[config.mk]
export PLATFORM = sky130hd
export DESIGN_NAME = adsr_envelope_four_channel_core
export DESIGN_NICKNAME = d
export VERILOG_FILES = /design/src/hw/rtl/adsr4_pkg.sv /design/src/hw/rtl/adsr_envelope_four_channel_core.sv /design/src/hw/rtl/adsr4_chan_update.sv
export SDC_FILE = /design/constraint.sdc
export NUM_CORES = 1
export LEC_CHECK = 0
export BUFFER_PORTS_ARGS = -buffer_cell sky130_fd_sc_hd__buf_4
export CAP_MARGIN = 20
export CORE_UTILIZATION = 62
export CTS_CLUSTER_SIZE = 30
export DETAILED_ROUTE_END_ITERATION = 8
export HOLD_SLACK_MARGIN = 0.06
export PLACE_DENSITY = 0.8
export SLEW_MARGIN = 15
export SYNTH_ARGS = -nofsm -noshare
export SYNTH_HDL_FRONTEND = slang
export SYNTH_SLANG_ARGS = --single-unit
export TNS_END_PERCENT = 30
[constraint.sdc]
create_clock -name clk -period 10.12 [get_ports clk]
set_input_delay 2.024 -clock clk [delete_from_list [all_inputs] [get_ports clk]]
set_output_delay 2.024 -clock clk [all_outputs]
set_load 0.1 [all_outputs]
[src/hw/rtl/adsr4_pkg.sv]
// Package for the four-channel ADSR envelope core.
// Holds the beat payload types, the per-channel state record and the operation codes.
// No dependencies.
package adsr4_pkg;

  // Operation codes carried in the func field
  localparam logic [2:0] FUNC_TICK        = 3'd0;
  localparam logic [2:0] FUNC_KEY_ON      = 3'd1;
  localparam logic [2:0] FUNC_KEY_OFF     = 3'd2;
  localparam logic [2:0] FUNC_LOAD        = 3'd3;
  localparam logic [2:0] FUNC_RELEASE_ALL = 3'd4;

  // Gate event codes
  localparam logic [1:0] GATE_NONE    = 2'd0;
  localparam logic [1:0] GATE_ON      = 2'd1;
  localparam logic [1:0] GATE_OFF     = 2'd2;
  localparam logic [1:0] GATE_ALL_OFF = 2'd3;

  localparam logic [3:0] LEVEL_MAX = 4'd15;

  typedef struct packed {
    logic [2:0] func;
    logic [1:0] channel;
    logic [3:0] peak_level;
    logic [2:0] attack_code;
    logic [2:0] decay_code;
    logic [3:0] sustain_value;
    logic [2:0] release_code;
  } in_item_t;

  typedef struct packed {
    logic [1:0] out_channel;
    logic [3:0] level;
    logic       changed;
    logic [1:0] gate_event;
    logic       last;
  } out_item_t;

  // One memory word per channel; speeds and divisors pack attack in 2:0,
  // decay in 5:3 and release in 8:6
  typedef struct packed {
    logic       key_held;
    logic       peak_reached;
    logic [2:0] tick_count;
    logic [3:0] cur_level;
    logic [3:0] target_peak;
    logic [3:0] sustain_target;
    logic [8:0] stage_speeds;
    logic [8:0] stage_divisors;
  } chan_state_t;

  // What the update logic reports for one channel
  typedef struct packed {
    logic [3:0] level;
    logic       changed;
    logic [1:0] gate_event;
  } chan_report_t;

endpackage

[src/hw/rtl/adsr_envelope_four_channel_core.sv]
// Four-channel ADSR envelope core. Per-channel state sits in one memory, read ahead through a registered read port.
// Tick and release-all do one memory read-modify-write per channel; key on, key off and load
// update one channel; ignored beats are dropped. A new beat is taken only once the last result
// of the previous one has been loaded into the output register.
// Reset (synchronous): clears the FSM, output valid and every entry's valid bit; an
// entry that is not valid reads as all zero, so no clearing pass is needed.
module adsr_envelope_four_channel_core #(
  parameter int CHANNELS = 4
) (
  input  logic                 clk,
  input  logic                 rst,
  input  logic                 item_valid,
  output logic                 item_ready,
  input  adsr4_pkg::in_item_t  item,
  output logic                 result_valid,
  input  logic                 result_ready,
  output adsr4_pkg::out_item_t result
);
  import adsr4_pkg::*;

  localparam int IW = (CHANNELS > 1) ? $clog2(CHANNELS) : 1;
  localparam logic [IW-1:0] LAST_IDX = IW'(CHANNELS - 1);

  typedef enum logic {S_IDLE, S_CALC} state_t;

  state_t      state;
  logic [IW-1:0] idx;
  logic        multi;
  in_item_t    op_item;

  // Channel state memory and its valid bits
  chan_state_t mem [CHANNELS];
  logic [CHANNELS-1:0] valid_bits;
  chan_state_t rd_q;
  logic        rd_hit;
  logic        rd_en;
  logic [IW-1:0] rd_addr;
  logic        wr_en;

  chan_state_t  entry;
  chan_state_t  upd_state;
  chan_report_t upd_rep;

  logic        is_multi;
  logic        is_single;
  logic [IW+1:0] ch_ext;
  logic [IW+1:0] idx_ext;
  logic        commit;
  logic        last_ch;

  assign is_multi  = (item.func == FUNC_TICK) || (item.func == FUNC_RELEASE_ALL);
  assign is_single = ((item.func == FUNC_KEY_ON) || (item.func == FUNC_KEY_OFF) ||
                      (item.func == FUNC_LOAD)) && (32'(item.channel) < CHANNELS);
  assign ch_ext    = (IW + 2)'(item.channel);
  assign idx_ext   = {2'b00, idx};

  assign item_ready = (state == S_IDLE);
  assign commit     = (state == S_CALC) && (!result_valid || result_ready);
  assign last_ch    = !multi || (idx == LAST_IDX);
  assign wr_en      = commit;

  // Issue reads: first channel on acceptance, next channel on each commit but the last
  always_comb begin
    rd_en   = 1'b0;
    rd_addr = idx + IW'(1);
    if (state == S_IDLE && item_valid) begin
      rd_en   = is_multi || is_single;
      rd_addr = is_multi ? '0 : ch_ext[IW-1:0];
    end else if (commit && !last_ch) begin
      rd_en = 1'b1;
    end
  end

  // Hold state words; read data registered
  always_ff @(posedge clk) begin
    if (wr_en) begin
      mem[idx] <= upd_state;
    end
    if (rd_en) begin
      rd_q <= mem[rd_addr];
    end
  end

  // Track which entries were written since reset
  always_ff @(posedge clk) begin
    if (rst) begin
      valid_bits <= '0;
      rd_hit     <= 1'b0;
    end else begin
      if (wr_en) begin
        valid_bits[idx] <= 1'b1;
      end
      if (rd_en) begin
        rd_hit <= valid_bits[rd_addr];
      end
    end
  end

  assign entry = rd_hit ? rd_q : '0;

  adsr4_chan_update u_update (
    .op   (op_item.func),
    .item (op_item),
    .cur  (entry),
    .nxt  (upd_state),
    .rep  (upd_rep)
  );

  // Sequencer and output register
  always_ff @(posedge clk) begin
    if (rst) begin
      state        <= S_IDLE;
      idx          <= '0;
      multi        <= 1'b0;
      result_valid <= 1'b0;
    end else begin
      // Load a result beat on each commit; drop it once taken
      if (commit) begin
        result_valid       <= 1'b1;
        result.out_channel <= idx_ext[1:0];
        result.level       <= upd_rep.level;
        result.changed     <= upd_rep.changed;
        result.gate_event  <= upd_rep.gate_event;
        result.last        <= last_ch;
      end else if (result_ready) begin
        result_valid <= 1'b0;
      end
      unique case (state)
        S_IDLE: begin
          if (item_valid) begin
            op_item <= item;
            multi   <= is_multi;
            idx     <= is_multi ? '0 : ch_ext[IW-1:0];
            if (is_multi || is_single) begin
              state <= S_CALC;
            end
          end
        end
        S_CALC: begin
          if (commit) begin
            if (last_ch) begin
              state <= S_IDLE;
            end else begin
              idx <= idx + IW'(1);
            end
          end
        end
        default: begin
          state <= S_IDLE;
        end
      endcase
    end
  end

endmodule

[src/hw/rtl/adsr4_chan_update.sv]
// Per-channel envelope update: applies one operation to one channel's state word.
// Depends on adsr4_pkg for the state record, payload and operation codes.
module adsr4_chan_update (
  input  logic [2:0]            op,
  input  adsr4_pkg::in_item_t    item,
  input  adsr4_pkg::chan_state_t cur,
  output adsr4_pkg::chan_state_t nxt,
  output adsr4_pkg::chan_report_t rep
);
  import adsr4_pkg::*;

  logic [4:0] a;
  logic [2:0] tc;
  logic       pr;
  logic [3:0] sus_sel;

  // Step size for a stage code: 1,2,3 give 4,3,2; 4..7 give 1; 0 is instant
  function automatic logic [2:0] code_speed(input logic [2:0] code);
    logic [2:0] r;
    if (code == 3'd0) begin
      r = 3'd0;
    end else if (code < 3'd4) begin
      r = 3'd5 - code;
    end else begin
      r = 3'd1;
    end
    return r;
  endfunction

  // Tick divisor for a stage code: 1..4 give 1; 5,6,7 give 2,3,4; 0 is instant
  function automatic logic [2:0] code_divisor(input logic [2:0] code);
    logic [2:0] r;
    if (code == 3'd0) begin
      r = 3'd0;
    end else if (code > 3'd4) begin
      r = code - 3'd3;
    end else begin
      r = 3'd1;
    end
    return r;
  endfunction

  assign sus_sel = (item.sustain_value == 4'd0 && item.decay_code == 3'd0) ?
                   item.peak_level : item.sustain_value;

  always_comb begin
    nxt            = cur;
    a              = {1'b0, cur.cur_level};
    tc             = cur.tick_count;
    pr             = cur.peak_reached;
    rep.changed    = 1'b0;
    rep.gate_event = GATE_NONE;
    unique case (op)
      FUNC_TICK: begin
        if (cur.key_held) begin
          // Attack: ramp toward the peak
          if (!pr) begin
            if (cur.stage_divisors[2:0] == 3'd0) begin
              pr = 1'b1;
              a  = {1'b0, cur.target_peak};
            end else begin
              tc = tc + 3'd1;
              if (tc >= cur.stage_divisors[2:0]) begin
                a = a + {2'b00, cur.stage_speeds[2:0]};
                if (a >= {1'b0, cur.target_peak}) begin
                  a  = {1'b0, cur.target_peak};
                  pr = 1'b1;
                end
                tc = 3'd0;
              end
            end
          end
          // Decay: step down to sustain, then hold
          if (pr) begin
            if (cur.stage_divisors[5:3] == 3'd0) begin
              a = {1'b0, cur.sustain_target};
            end else if (a > {1'b0, cur.sustain_target}) begin
              tc = tc + 3'd1;
              if (tc >= cur.stage_divisors[5:3]) begin
                a = (a < {2'b00, cur.stage_speeds[5:3]}) ? 5'd0 :
                    a - {2'b00, cur.stage_speeds[5:3]};
                if (a < {1'b0, cur.sustain_target}) begin
                  a = {1'b0, cur.sustain_target};
                end
                tc = 3'd0;
              end
            end
          end
        end else if (a != 5'd0) begin
          // Release: step down to zero
          if (cur.stage_divisors[8:6] == 3'd0) begin
            a = 5'd0;
          end else begin
            tc = tc + 3'd1;
            if (tc >= cur.stage_divisors[8:6]) begin
              a = (a < {2'b00, cur.stage_speeds[8:6]}) ? 5'd0 :
                  a - {2'b00, cur.stage_speeds[8:6]};
              tc = 3'd0;
            end
          end
        end
        a = a & {1'b0, LEVEL_MAX};
        // Flag level movement and gate edges
        if (a[3:0] != cur.cur_level) begin
          rep.changed   = 1'b1;
          nxt.cur_level = a[3:0];
          if (cur.cur_level == 4'd0) begin
            tc             = 3'd0;
            rep.gate_event = GATE_ON;
          end else if (a[3:0] == 4'd0) begin
            tc             = 3'd0;
            rep.gate_event = GATE_OFF;
          end
        end
        nxt.tick_count   = tc;
        nxt.peak_reached = pr;
      end
      FUNC_KEY_ON: begin
        nxt.key_held     = 1'b1;
        nxt.peak_reached = 1'b0;
        nxt.tick_count   = 3'd0;
      end
      FUNC_KEY_OFF, FUNC_RELEASE_ALL: begin
        nxt.key_held = 1'b0;
      end
      FUNC_LOAD: begin
        nxt.target_peak    = item.peak_level;
        nxt.sustain_target = sus_sel;
        nxt.stage_speeds   = {code_speed(item.release_code), code_speed(item.decay_code),
                              code_speed(item.attack_code)};
        nxt.stage_divisors = {code_divisor(item.release_code),
                              code_divisor(item.decay_code),
                              code_divisor(item.attack_code)};
        nxt.tick_count     = 3'd0;
        nxt.key_held       = 1'b0;
        nxt.cur_level      = 4'd0;
        rep.changed        = (cur.cur_level != 4'd0);
        rep.gate_event     = GATE_ALL_OFF;
      end
      default: begin
        nxt = cur;
      end
    endcase
    rep.level = nxt.cur_level;
  end

endmodule

* After elaboration in Yosys (flattened, before gate mapping) *
Memory sizes are Yosys's and may differ from the RTL's. A register that Yosys moved wholly into a read port is not among the register bits.
Cells that the tools add are included.

word-level totals
  register bits = 40
  bits in writable memories = 140
  bits of input ports = 26
  output and inout bits = 12
  logic and storage cells = 182
  memories kept = 1

memory list
  memory  depth  width  rd ports  clocked after Yosys merged registers in  write ports  line                                   RTL
  mem     4      35     1         1                                        1            adsr_envelope_four_channel_core.sv:32  chan_state_t mem [CHANNELS];

operators by class
  add/subtract/negate cells = 12
  order comparisons = 17
  equal/unequal tests = 13
  mux-type cells = 86
  bitwise logic cells = 3
  reduce and logical (&&, ||, !) cells = 33

operator list
  cell                                                        count
  two-way mux 3 bit                                           29
  two-way mux 4 bit                                           13
  two-way mux 35 bit                                          1
  two-way mux 5 bit                                           7
  two-way mux 26 bit                                          1
  logical NOT 3 bit                                           8
  two-way mux 1 bit                                           19
  two-way mux 2 bit                                           7
  equality test 3 x 2 -> 1 bit, second input constant         4
  logical NOT 4 bit                                           3
  one-hot mux 3 bit (2 select lines)                          2
  >= comparator 3 bit                                         3
  > comparator 3 bit, second input constant                   3
  less-than comparator 3 bit, second input constant           3
  subtractor 3 x 2 -> 3 bit, second input constant            3
  subtractor 3 bit, first input constant                      3
  one-hot mux 4 bit (2 select lines)                          1
  adder 3 x 1 -> 3 bit, second input constant                 2
  equality test 3 x 1 -> 1 bit, second input constant         2
  equality test 3 bit, second input constant                  2
  logical OR 1 bit                                            6
  less-than comparator 2 x 3 -> 1 bit, second input constant  2
  one-hot mux 1 bit (2 select lines)                          3
  AND reduction 3 bit                                         2
  other kinds (26)                                            35

* Depth between registers and ports, before layout *
Gate-level depths: netlist of the first run.

  depth in word-level cells = 24
  mapped depth = 34
  mapped depth without buffers = 30

* Hierarchy *
From an unflattened synthesis of the first run, not the netlist that was laid out.

unflattened totals
  cells, all modules = 753
  area, all modules = 10546.4 µm²

by module, submodules not included
  module                           instances  cells an instance  area each (µm²)
  adsr_envelope_four_channel_core  1          357                7921.3
  adsr4_chan_update                1          396                2625.0

* Worst setup path before layout of the first run *
Ideal clock, no wire load.

  path type = reg-to-reg
  start = reg rd_hit
  end = reg result[3] in the netlist's numbering (data pin)
  library setup time = 256 ps
  arrival = 7086 ps
  required time = 9864 ps
  setup slack = 2778 ps
  cell stages (with the launch flop) = 32
  path buffers = 5
  period minus slack after synthesis = 7342 ps
  cells stage by stage = dfxtp_1 > buf_2 > buf_2 > buf_1 > clkbuf_1 > clkbuf_1 > and2_1 > ha_1 > a41o_1 > a31oi_1 > xnor2_1 > ha_1 > nand3_1 > o31ai_2 > a211o_4 > nor4_2 > or2_4 > ha_1 > or3_1 > o221ai_1 > a311oi_1 > ha_1 > a21o_1 > a21o_1 > nor2_1 > nand2_1 > nor4bb_1 > o311ai_1 > a21oi_1 > xnor2_1 > or4_4 > a22o_1

RTL lines
  what                      line                                   RTL
  start: declaration        adsr_envelope_four_channel_core.sv:35  logic rd_hit;
  start signal: assignment  adsr_envelope_four_channel_core.sv:94  rd_hit <= valid_bits[rd_addr];
  end: declaration          adsr_envelope_four_channel_core.sv:17  output adsr4_pkg::out_item_t result

==> results of run 1 <==
[sequential cells by signal, summed over array words and instances, names as in the netlist]
signal,count
rd_q,35
state,1
multi,1
valid_bits,4
rd_hit,1
mem,140
result_valid,1
result,10
op_item,20
idx,2
[cell type report]
class,count,share of cell area (%)
tap,220,2.301
sequential,215,53.15
timing repair buffer,44,2.762
clock inverter,14,1.234
inverter,30,0.9415
multi-input combinational,555,34.64
clock buffer,28,4.969
[kinds of logic after synthesis]
group                    synth area share, %
XOR/XNOR                              0.8193
buffers and inverters                  2.107
flip-flops                             59.46
AND/OR/NAND/NOR                        12.19
AO/OA/AOI/OAI                          12.90
multiplexers                           7.960
adder cells (fa/ha/maj)                4.565
[metal layers]
layer  GRT usage [%]  wire length [um]  up-vias
li1                -                 -     3328
met1           43.50             10850     3754
met2           47.45             12630      375
met3           4.224              2086       67
met4           10.73               772        0
met5               0                 0        -
[worst max-delay path, delay by kind of cell (launching register included)]
kind | cells | cell delay, ns
AO/OA/AOI/OAI | 11 | 2.88
AND/OR/NAND/NOR | 9 | 2.18
adder cells (fa/ha/maj) | 4 | 1.20
flip-flops | 1 | 0.64
buffers and inverters | 2 | 0.53
XOR/XNOR | 2 | 0.28
[placed cells by master (no fill, tap or decap), types with 7 or more instances in the layout]
cell	instances
mux4_2	36
inv_1	30
clkbuf_16	23
ha_1	39
a21oi_1	38
a211oi_1	14
and2_1	11
nand4_1	7
nand3_1	31
nand2_1	95
buf_4	44
nor2_1	48
nor3_1	11
o21ai_0	54
a31oi_1	7
a21o_1	13
o211ai_1	8
nor2b_1	9
nand2b_1	9
dfxtp_1	9
a211o_1	7
edfxtp_1	205
[report_power, final]
group / internal [uW] / leakage (uW) / switching (uW)
Clock: 476 / 0.000362 / 351
Combinational: 58.4 / 0.00192 / 88.2
Sequential: 1000 / 0.00202 / 21.2
[metrics by stage]
stage | cell area (um^2) | hold WS (ns)
after CTS | 11960 | 0.4734
after floorplan | 10690 | 0.4348
after global placement | 11210 | 0.4472
final | 11960 | 0.4722
after detailed placement | 11210 | 0.4608
after global routing | 11960 | 0.5139
[worst min-delay path by stage]
stage | from | endpoint | slack [ns] | cells after the start
3_3_place_gp | valid_bits[3]$_SDFFE_PP0P_ | valid_bits[3]$_SDFFE_PP0P_ | 0.45 | 2
6_report | valid_bits[1]$_SDFFE_PP0P_ | valid_bits[1]$_SDFFE_PP0P_ | 0.47 | 2
2_1_floorplan | valid_bits[2]$_SDFFE_PP0P_ | valid_bits[2]$_SDFFE_PP0P_ | 0.43 | 2
5_1_grt | valid_bits[1]$_SDFFE_PP0P_ | valid_bits[1]$_SDFFE_PP0P_ | 0.51 | 2
3_5_place_dp | valid_bits[1]$_SDFFE_PP0P_ | valid_bits[1]$_SDFFE_PP0P_ | 0.46 | 2
4_1_cts | valid_bits[1]$_SDFFE_PP0P_ | valid_bits[1]$_SDFFE_PP0P_ | 0.47 | 2
==> run summary, run 1 <==
Setup slack closes at 2.162 ns. The initial core utilization came out at 64.00%. After detailed routing, the number of vias per cell comes to 6.803.

Following the worst setup path forward leads to its endpoint at result[3]$_DFFE_PP_. The final layout contains routed wiring with a total length of 26.34 mm. For the residual antenna-violating net count after detailed routing, the log shows 0. The number of detailed-routing iterations run before antenna repair is 7, and the required time of the worst setup path is 10.41 ns. In this run the worst setup path begins at rd_hit$_SDFFE_PP0P_. At the later pin of the worst-skew pair, clock insertion delay measures 0.53 ns. Placed wire-length estimate: 17.82 mm.

The fraction of layout instances using a drive strength above 1 is 16.14%. Measured in cells, the most critical reg-to-reg path has a length of 28. The total global routing track utilization is 30.16%, and the synthesized area per cell is 12.89 um^2. Maximum clock insertion buffer count: 3. For the pin with the worst max-slew slack, the measured transition is 1.090 ns.

The floorplan step defined a die boundary enclosing 17770 um^2. For the worst IR drop on VDD, the log shows 0.0002152 V. The wire length per cell came out at 23.81 um. The tightest min-delay check is of the flop to flop type. The tool flagged a number of max-cap violations equal to 0. Leaving out filler cells and counting taps, the final layout contains 1106. The most used flip-flop cell after synthesis is edfxtp_1.

The design draws 1998 uW. At the end of the flow, the number of nets in the layout was 934. Remaining routing DRC violations: 0.

The post-synthesis net count is 894, and the clock transition time at the flip-flop clock pins of the worst setup and hold paths is 0.07 ns. Type of element capturing the critical path: a flop. The run gives 40.52 mm as the wire length of the first global-routing pass. For the relative slew slack, the log shows 27.33%.

STA classifies the critical path startpoint as a flop. The vias after detailed routing was 7524. The number of enable-type register cells in the synthesized netlist was 205; the number of warnings printed during yosys synthesis was 0. The clock period could shrink to 7.958 ns. The flow ran to the end, and the final reports show no timing, DRC or antenna violations. Synthesis produced a netlist whose cell count is 829.

The critical path's largest stage delay was 0.64 ns; the number of ports placed on the die boundary was 38. Clock skew on the completed layout was measured at 0.01669 ns. For the sequential area share after synthesis, the log shows 59.46%.

Type of the worst setup path: flop to flop. OpenSTA, run right after detailed placement, puts the worst setup slack at 2.362 ns. The synthesized design spends more area on one cell type than any other, namely edfxtp_1. The multi-input gate area in the final layout was 4143 um^2; the share of the synthesized area in the top cell type was 57.59%. The tools report the total clock sinks as 215. Yosys attributes the largest share of cell area to edfxtp_1 58%, mux4_2 7.6%, ha_1 4.6%.

The number of global-route vias before repair came out at 7377. The cell area that synthesis handed to floorplanning was 10690 um^2. Setup repair after global routing left no endpoint under its margin. The count of standard-cell rows is 47. Counting flops and latches in the post-synthesis netlist gives 215. Timing would allow up to 125.7 MHz. 0 antenna diodes ended up in the layout. After synthesis, the share of flip-flops with an asynchronous set or reset is 0%.

The pin count of the biggest net entering global routing came out at 37. The number of H-tree levels came out at 1. Counting stages on the worst path, the most repeated cell is ha_1.

The reg-to-reg critical path startpoint was rd_hit$_SDFFE_PP0P_. The fraction of the core area covered by cells at the end of the flow is 71.61%, and the number of inserted filler cells in the final layout is 1104. After synthesis, the netlist uses 78 different library cells. The count of buffers from port buffering is 37. The core region is 16700 um^2. Post-CTS repair changed the size of 0 cells. TritonCTS built the clock tree.

The run gives 0 as the number of hold buffers added after cts. Counting tap cells, the placed design contains a total of 1064 instances. The total count of max-transition violations in the final report was 0. The slowest cell on the critical path is dfxtp_2. The setup check on the worst reg-to-reg path leaves a slack of 2.16 ns.

The most numerous cell in the Yosys netlist was edfxtp_1. The layout overhead on the synthesized area works out to 11.89%. The floorplan step set the die height to 133.3 um. Dividing total power by cell area gives a power density of 167.0 nW/um^2. Summed over all failing endpoints, the final setup total negative slack is 0 ns. The maximum fanout count along the critical path was 33; the aggregate global routing overflow was 0. The master cell of the clock root buffer is clkbuf_16.

The final critical path takes up 78.64% of the cycle. The final RePlAce weighted congestion came out at 0.9427. For the initial antenna violation count, the log shows 0. The floorplan step set the die width to 133.3 um. The run gives 0 as the count of final hold-check violations. After the first detailed-routing iteration, the DRC count stood at 662. The critical path data arrival time came out at 8.25 ns.

Post-CTS timing repair inserted 0 buffers for setup. Summing all flip-flop and latch instances after layout gives 6357 um^2. The number of buffers inserted during clock tree synthesis was 23.

The leakage power of the design is 0.004302 uW. Setup violations remaining at the end of the flow were counted as 0. Critical register-to-register path endpoint: result[3]$_DFFE_PP_. By count the netlist is led by 205 x edfxtp_1, 95 x nand2_1, 54 x o21ai_0.
No activity file was read; power rests on OpenSTA's default activity.
==> run 2, diff against run 1 <==
==> constraint.sdc (replaced) <==
create_clock -name clk -period 7.8 [get_ports clk]
set_input_delay 1.56 -clock clk [delete_from_list [all_inputs] [get_ports clk]]
set_output_delay 1.56 -clock clk [all_outputs]
set_load 0.1 [all_outputs]
==> run 2 against run 1 <==
Sequential power up 30%. Count of clock-buffer cells in the layout up 6. Worst hold slack worse by 0.0066 ns. Clock skew down 0.0069 ns. Maximum frequency up 7.3%. Design area up 0.14%. Die area unchanged. First-iteration DRC count up 28%. Via count down 0.98%. Global-route usage up 0.31 points. Utilization up 0.097 points. Worst setup slack worse by 1.8 ns.
==> run summary, run 2 (synthesis gave the netlist of run 1 again) <==
The first TritonRoute pass finished after 7 iterations. Leaving out fill and tap cells, the most frequent cell in the layout is edfxtp_1. The number of design-rule violations left by the first detailed-router iteration was 848. The first global-routing pass estimated 41.12 mm of wire. The initial antenna violation count came out at 0. The maximum clock insertion buffer count came out at 3.

Once the clock tree was built, the resizer swapped 0 gates to a different size. The tools report the category of the worst setup path launch point as a flop. After routing, the total negative slack on setup checks comes to 0 ns. The master cell of the clock root buffer was clkbuf_16.

The run gives 0 as the count of final hold-check violations. The number of diodes is 0. In this run the standard cell core region covers 16700 um^2. The tightest hold path in the finished design has a slack of 0.4657 ns. Dividing the final minimum period by the clock period gives 95.09%. For this run the aggregate overflow at the end of global routing stands at 0. The total count of max-transition violations in the final report is 0, and the clock transition time at the flip-flop clock pins of the worst setup and hold paths is 0.06 ns.

The clock net in this run drives a total of 215 sinks. Of all nets on the critical path, the largest fanout is 18. Path class of the lowest-slack min-delay path: flop to flop. Among all stages on the critical path, the largest delay is contributed by dfxtp_2.

The clock latency at the later pin of the worst-skew pair came out at 0.50 ns. The initial utilization of the core area, before any placement, comes to 64.00%. The count of buffers from port buffering was 37; the layout overhead on the synthesized area was 12.05%. The cell repeated most along the worst path was ha_1. The number of H-tree levels came out at 1. For the pin with the worst max-slew slack, the measured transition is 1.059 ns. The floorplan step set the die width to 133.3 um. The run gives 0 as the number of hold buffers added after cts. During I/O placement, the number of pins put on the boundary was 38.

The tools report the worst IR drop on VDD as 0.0002326 V. The internal portion of the total power is 1974 uW. The logs give 1099 for the number of inserted filler cells in the final layout and 1111 for the number of non-filler instances in the completed layout. For the final database, setup skew stands at 0.009756 ns. In this run switching power makes up 21.92% of total power. The run gives 0 as the setup fix buffers added after clock tree synthesis.

TritonCTS built the clock tree. Dividing the detail-routed wire length by the instance count gives 23.49 um. Pin count of the biggest net entering global routing: 37. For this design the total switching power over the nets is 554.0 uW. The count of standard-cell rows is 47, and the power density over the cells is 211.0 nW/um^2.

The worst pin sits at a relative slew slack of 29.43%. The critical path's largest stage delay works out to 0.53 ns. The routed layout has 7450 vias. The share of total power dissipated in sequential elements is 52.4%. The tools report the number of cells after detailed placement as 1070. The die covers 17770 um^2. The run gives 7.7% as the share of power burned in combinational logic. Setup violations remaining at the end of the flow were counted as 0. After detailed routing, the number of remaining DRC violations is 0.

The floorplan step set the die height to 133.3 um. Cells fill 71.71% of the core in the end. The analysis attributes to cell leakage a power of 0.004311 uW. The number of buffers inserted during clock tree synthesis came out at 22. Global routing used 30.47% of the available tracks. Leaving out fill and tap cells, the most frequent cells in the layout are 205 x edfxtp_1, 95 x nand2_1, 54 x o21ai_0, 50 x buf_4, 48 x nor2_1.

Setup repair after global routing left no endpoint under its margin. More flip-flops sit in one register than any other, and that register is mem. In the final layout, the registers with the most flip-flops are mem (140), rd_q (35), op_item (20). The via-per-instance ratio came out at 6.706.

The register with the most flip-flops in the layout has 140 of them. The placed wire-length estimate came out at 17.79 mm. The worst setup path is captured at a flop.

In the final design database the tool counted 940 nets. The fraction of layout instances using a drive strength above 1 is 16.27%. The critical path data arrival time was 7.68 ns.

The critical path is of the flop to flop type. For the max-cap violation count, the log shows 0. Summed over all layers, the routed wires come to 26.10 mm.

The tools report the number of global-route vias before repair as 7589. The run finished with clean final reports. The run gives 0.9378 as the final RePlAce weighted congestion. STA puts the critical path data required time at 8.06 ns. The share of total power dissipated in the clock network is 39.9%. The count of nets left with antenna violations once routing finished came out at 0.

Subtracting the final worst setup slack from the clock period gives 7.417 ns. Derived from the worst setup path, the maximum achievable clock frequency is 134.8 MHz.
[run 2: cell types whose count changed in the layout (fill, tap and decap cells not counted), sizes merged]
| cell | before | now |
|---|---|---|
| buf | 44 | 51 |
| inv | 32 | 31 |
| bufinv | 2 | 1 |
| clkinv | 9 | 3 |
| clkbuf | 28 | 34 |
[run 2: area by class of cell]
class	instances	area (um^2)	share of cell area (%)
multi-input combinational	555	4143	34.59
tap	220	275.3	2.298
sequential	215	6357	53.08
clock buffer	34	636.9	5.318
clock inverter	6	56.30	0.4701
timing repair buffer	51	395.4	3.301
inverter	30	112.6	0.9402
[run 2: power by group through the flow]
| stage | Sequential, uW | Combinational (uW) | Clock (uW) |
|---|---|---|---|
| CTS | 1330 | 193 | 1020 |
| global route | 1330 | 210 | 1060 |
| detailed placement | 1350 | 192 | 0 |
| finish | 1330 | 194 | 1010 |
| floorplan | 1350 | 128 | 0 |
| global placement | 1350 | 185 | 0 |
[run 2: worst paths after layout]
path	cells after the start	startpoint	slack (ns)	to
setup / recovery	26	rd_hit$_SDFFE_PP0P_	0.38	mem[1][31]$_DFFE_PP_
hold / removal	2	valid_bits[2]$_SDFFE_PP0P_	0.47	valid_bits[2]$_SDFFE_PP0P_
setup reg to reg	26	rd_hit$_SDFFE_PP0P_	0.38	mem[1][31]$_DFFE_PP_
hold reg to reg	2	valid_bits[2]$_SDFFE_PP0P_	0.47	valid_bits[2]$_SDFFE_PP0P_
[run 2: critical path: cells and delay by family, from the launching register on]
family,cells,cell delay [ns]
XOR/XNOR,2,0.30
buffers and inverters,1,0.19
adder cells (fa/ha/maj),4,1.14
AND/OR/NAND/NOR,8,1.83
flip-flops,1,0.53
AO/OA/AOI/OAI,11,3.15
[run 2: stage by stage]
stage | instance area [um^2] | setup WS, ns | power [uW]
after floorplan | 10690 | 0.4581 | 1475
after global placement | 11260 | 0.8148 | 1532
after detailed placement | 11260 | 0.5952 | 1541
after CTS | 11950 | 0.5571 | 2536
after global routing | 11980 | 0.001208 | 2595
final | 11980 | 0.3828 | 2528
[run 2: layer usage]
layer	global-route usage (%)	share of wire (%)	vias up
li1	-	-	3345
met1	43.54	42	3690
met2	48.93	48	368
met3	4.300	8.7	47
met4	9.533	2.0	0
met5	0	0	-
==> run 3, diff against run 2 <==
--- a/config.mk
+++ b/config.mk
@@ -7,11 +7,14 @@
 export LEC_CHECK = 0
 export BUFFER_PORTS_ARGS = -buffer_cell sky130_fd_sc_hd__buf_4
 export CAP_MARGIN = 20
-export CORE_UTILIZATION = 62
+export CELL_PAD_IN_SITES_DETAIL_PLACEMENT = 1
+export CELL_PAD_IN_SITES_GLOBAL_PLACEMENT = 1
+export CORE_UTILIZATION = 52
 export CTS_CLUSTER_SIZE = 30
 export DETAILED_ROUTE_END_ITERATION = 8
+export GPL_TIMING_DRIVEN = 1
 export HOLD_SLACK_MARGIN = 0.06
-export PLACE_DENSITY = 0.8
+export PLACE_DENSITY_LB_ADDON = 0.1
 export SLEW_MARGIN = 15
 export SYNTH_ARGS = -nofsm -noshare
 export SYNTH_HDL_FRONTEND = slang
==> run 3 against run 2 <==
Cell count rose by 4.6%. Count of clock-buffer cells in the layout shrank 9. Non-clock buffer count decreased by 1. Total power up 1.3%. Combinational power about the same. Clock power hardly changed. Worst setup slack gained 0.15 ns. Critical path type unchanged. Critical endpoint is now result[3]$_DFFE_PP_. Largest cell class unchanged.
==> run summary, run 3 (synthesis gave the netlist of run 1 again) <==
The run finished with clean final reports. In this run the most used layer during global routing was met2. The wire length per cell works out to 25.22 um. The die height came out at 145.4 um. The layout overhead on the synthesized area was 12.67%. The multi-input gate area in the final layout came out at 4145 um^2. The reg2reg setup slack is 0.54 ns, and the net total in the final layout is 940.

The critical path ends at result[3]$_DFFE_PP_. The fraction of layout instances using a drive strength above 1 is 17.15%, and the register area is 6357 um^2. The startpoint of the lowest-slack hold path is valid_bits[2]$_SDFFE_PP0P_. The count of final hold-check violations is 0. The repair_antennas step left the layout with diodes totalling 0. Global routing consumed, on the met1 layer, 38.52% of the routing resources. The tools report the number of cells after detailed placement as 1120.

During I/O placement, the number of pins put on the boundary was 38. Global routing consumed, on the met2 layer, 48.27% of the routing resources. In this run the cell area measured after placement is 11320 um^2. The final setup violation count is 0. The wire length of the first global-routing pass was 45.86 mm. The worst register-to-register path ends at result[3]$_DFFE_PP_. The first detailed-routing pass ran for 5 iterations. Global routing used 28.67% of the available tracks across all layers. The worst IR drop on VDD was 0.0002116 V. Detailed placement finished with a half-perimeter wire length of 20.47 mm.

The register bank with the most flops was mem. The critical path's largest stage delay was 0.55 ns. The run gives 37 as the pin count of the biggest net entering global routing.

The number of H-tree levels is 1, and the residual antenna-violating net count after detailed routing is 0. By instance count, the cell type seen most on the critical path is ha_1. In this run the core area contains 52 standard-cell rows. Post-CTS repair changed the size of 0 cells.

Global routing finished with a remaining overflow of 0. The detailed router placed 7381 vias in this run. The slew at the pin with the worst max-slew slack is 1.127 ns.

During placement, the flow inserted port buffers numbering 37. Setup total negative slack on the finished layout was measured at 0 ns. The number of cells on the worst reg-to-reg path is 27.

The origin of the worst setup path was rd_hit$_SDFFE_PP0P_. The core region is 20170 um^2. The type of element capturing the critical path is a flop. The register with the most flip-flops in the layout has 140 of them.

The die area is 21130 um^2, and the total clock sinks is 215. The highest clock rate came out at 137.7 MHz. The category of the worst setup path launch point is a flop. The initial utilization of the core area, before any placement, comes to 53.00%. The most frequent standard cell in the layout excluding fill and tap cells was edfxtp_1. The number of inserted filler cells in the final layout is 2027, and the remaining routing DRC violations is 0. Maximum clock insertion buffer count: 3.

In this run the tightest slew margin relative to its limit is 24.87%. After clock tree synthesis, the clock-pin slew on the worst setup and hold paths is 0.06 ns. The master cell of the clock root buffer was clkbuf_16. The critical path data arrival time was 7.54 ns; the max-cap violation count was 0. Clock skew on the completed layout was measured at 0.007308 ns. Along the worst path, the maximum fanout reaches 12. The path class of the lowest-slack min-delay path was flop to flop. The largest registers in the layout are mem (140), rd_q (35), op_item (20). For this run, the share of the core covered by cells in the final layout is 59.71%. The number of buffers inserted during clock tree synthesis is 23.

The worst register-to-register path begins at rd_hit$_SDFFE_PP0P_. Dividing total power by cell area gives a power density of 212.6 nW/um^2. The run gives 5.110% as the met3 usage in global routing. Excluding fillers, the count of instances in the completed layout stands at 1162. The clock period could shrink to 7.265 ns. STA puts the critical path data required time at 8.08 ns. The logs give 0 for the number of hold buffers added after cts and 7899 for the number of global-route vias before repair. The worst setup path is of the flop to flop kind. For this design the static power due to leakage is 0.004328 uW. For this block, the initial DRC count from the detailed router was 439.

Wires add up to 29.31 mm. Setup repair after global routing left no endpoint under its margin. The total count of max-transition violations in the final report was 0. TritonCTS built the clock tree.

The congestion estimate from routability-driven global placement came to 0.8816. The via-per-instance ratio came out at 6.352. Among all stages on the critical path, the largest delay is contributed by o221ai_1.

The portion of the clock cycle consumed by the worst path in the final layout came out at 93.14%. Clock latency at the later pin of the worst-skew pair: 0.53 ns. The library cells used most frequently in the layout, excluding fill and tap cells, are 205 x edfxtp_1, 95 x nand2_1, 54 x o21ai_0, 50 x buf_4, 47 x nor2_1. With fillers left out, the area of the finished cells amounts to 12040 um^2. Once the clock tree was built, the setup fixing pass inserted 0 buffers. The width of the die works out to 145.4 um. For the initial antenna violation count, the log shows 0.
run 3: per-layer routing:
metal / vias to the layer above / wire, um
met4: 0 / 759
met5: - / 0
met2: 200 / 14240
met3: 56 / 1492
met1: 3784 / 12820
li1: 3341 / -
run 3: final cells by class:
cell class / instances / area share [%]
repair buffers: 50 / 3.117
inverters: 30 / 0.9351
clock buffers: 25 / 4.842
flip-flops and latches: 215 / 52.79
clock inverters: 17 / 1.091
multi-input cells: 555 / 34.42
well taps: 270 / 2.805
run 3: worst max-delay path: cells and delay by family (launching register included):
kind            cells  cell delay [ns]
fa+ha+maj           4             1.18
flops               1             0.46
compound gates     11             2.91
xor+xnor            2             0.27
buf+inv             1             0.09
simple gates        9             2.10
run 3: worst min path at each step:
stage	end	slack, ns	cells after the start
floorplan	valid_bits[2]$_SDFFE_PP0P_	0.43	2
global placement	valid_bits[2]$_SDFFE_PP0P_	0.45	2
detailed placement	multi$_SDFFE_PP0P_	0.47	2
CTS	valid_bits[2]$_SDFFE_PP0P_	0.49	2
global route	valid_bits[1]$_SDFFE_PP0P_	0.53	2
finish	valid_bits[2]$_SDFFE_PP0P_	0.49	2
run 3: power breakdown:
part | internal, uW | leakage (uW) | switching, uW | total [uW]
logic | 77.1 | 0.00194 | 120 | 197
clock network | 580 | 0.000358 | 456 | 1040
registers | 1300 | 0.00202 | 25.0 | 1330
total | 1960 | 0.00433 | 602 | 2560
run 3: stage by stage:
stage	setup slack, ns	hold slack, ns	power [uW]
3_5_place_dp	0.5990	0.4727	1547
5_1_grt	0.03600	0.5312	2632
2_1_floorplan	0.4581	0.4348	1475
6_report	0.5352	0.4863	2560
3_3_place_gp	0.8787	0.4460	1537
4_1_cts	0.5784	0.4891	2579
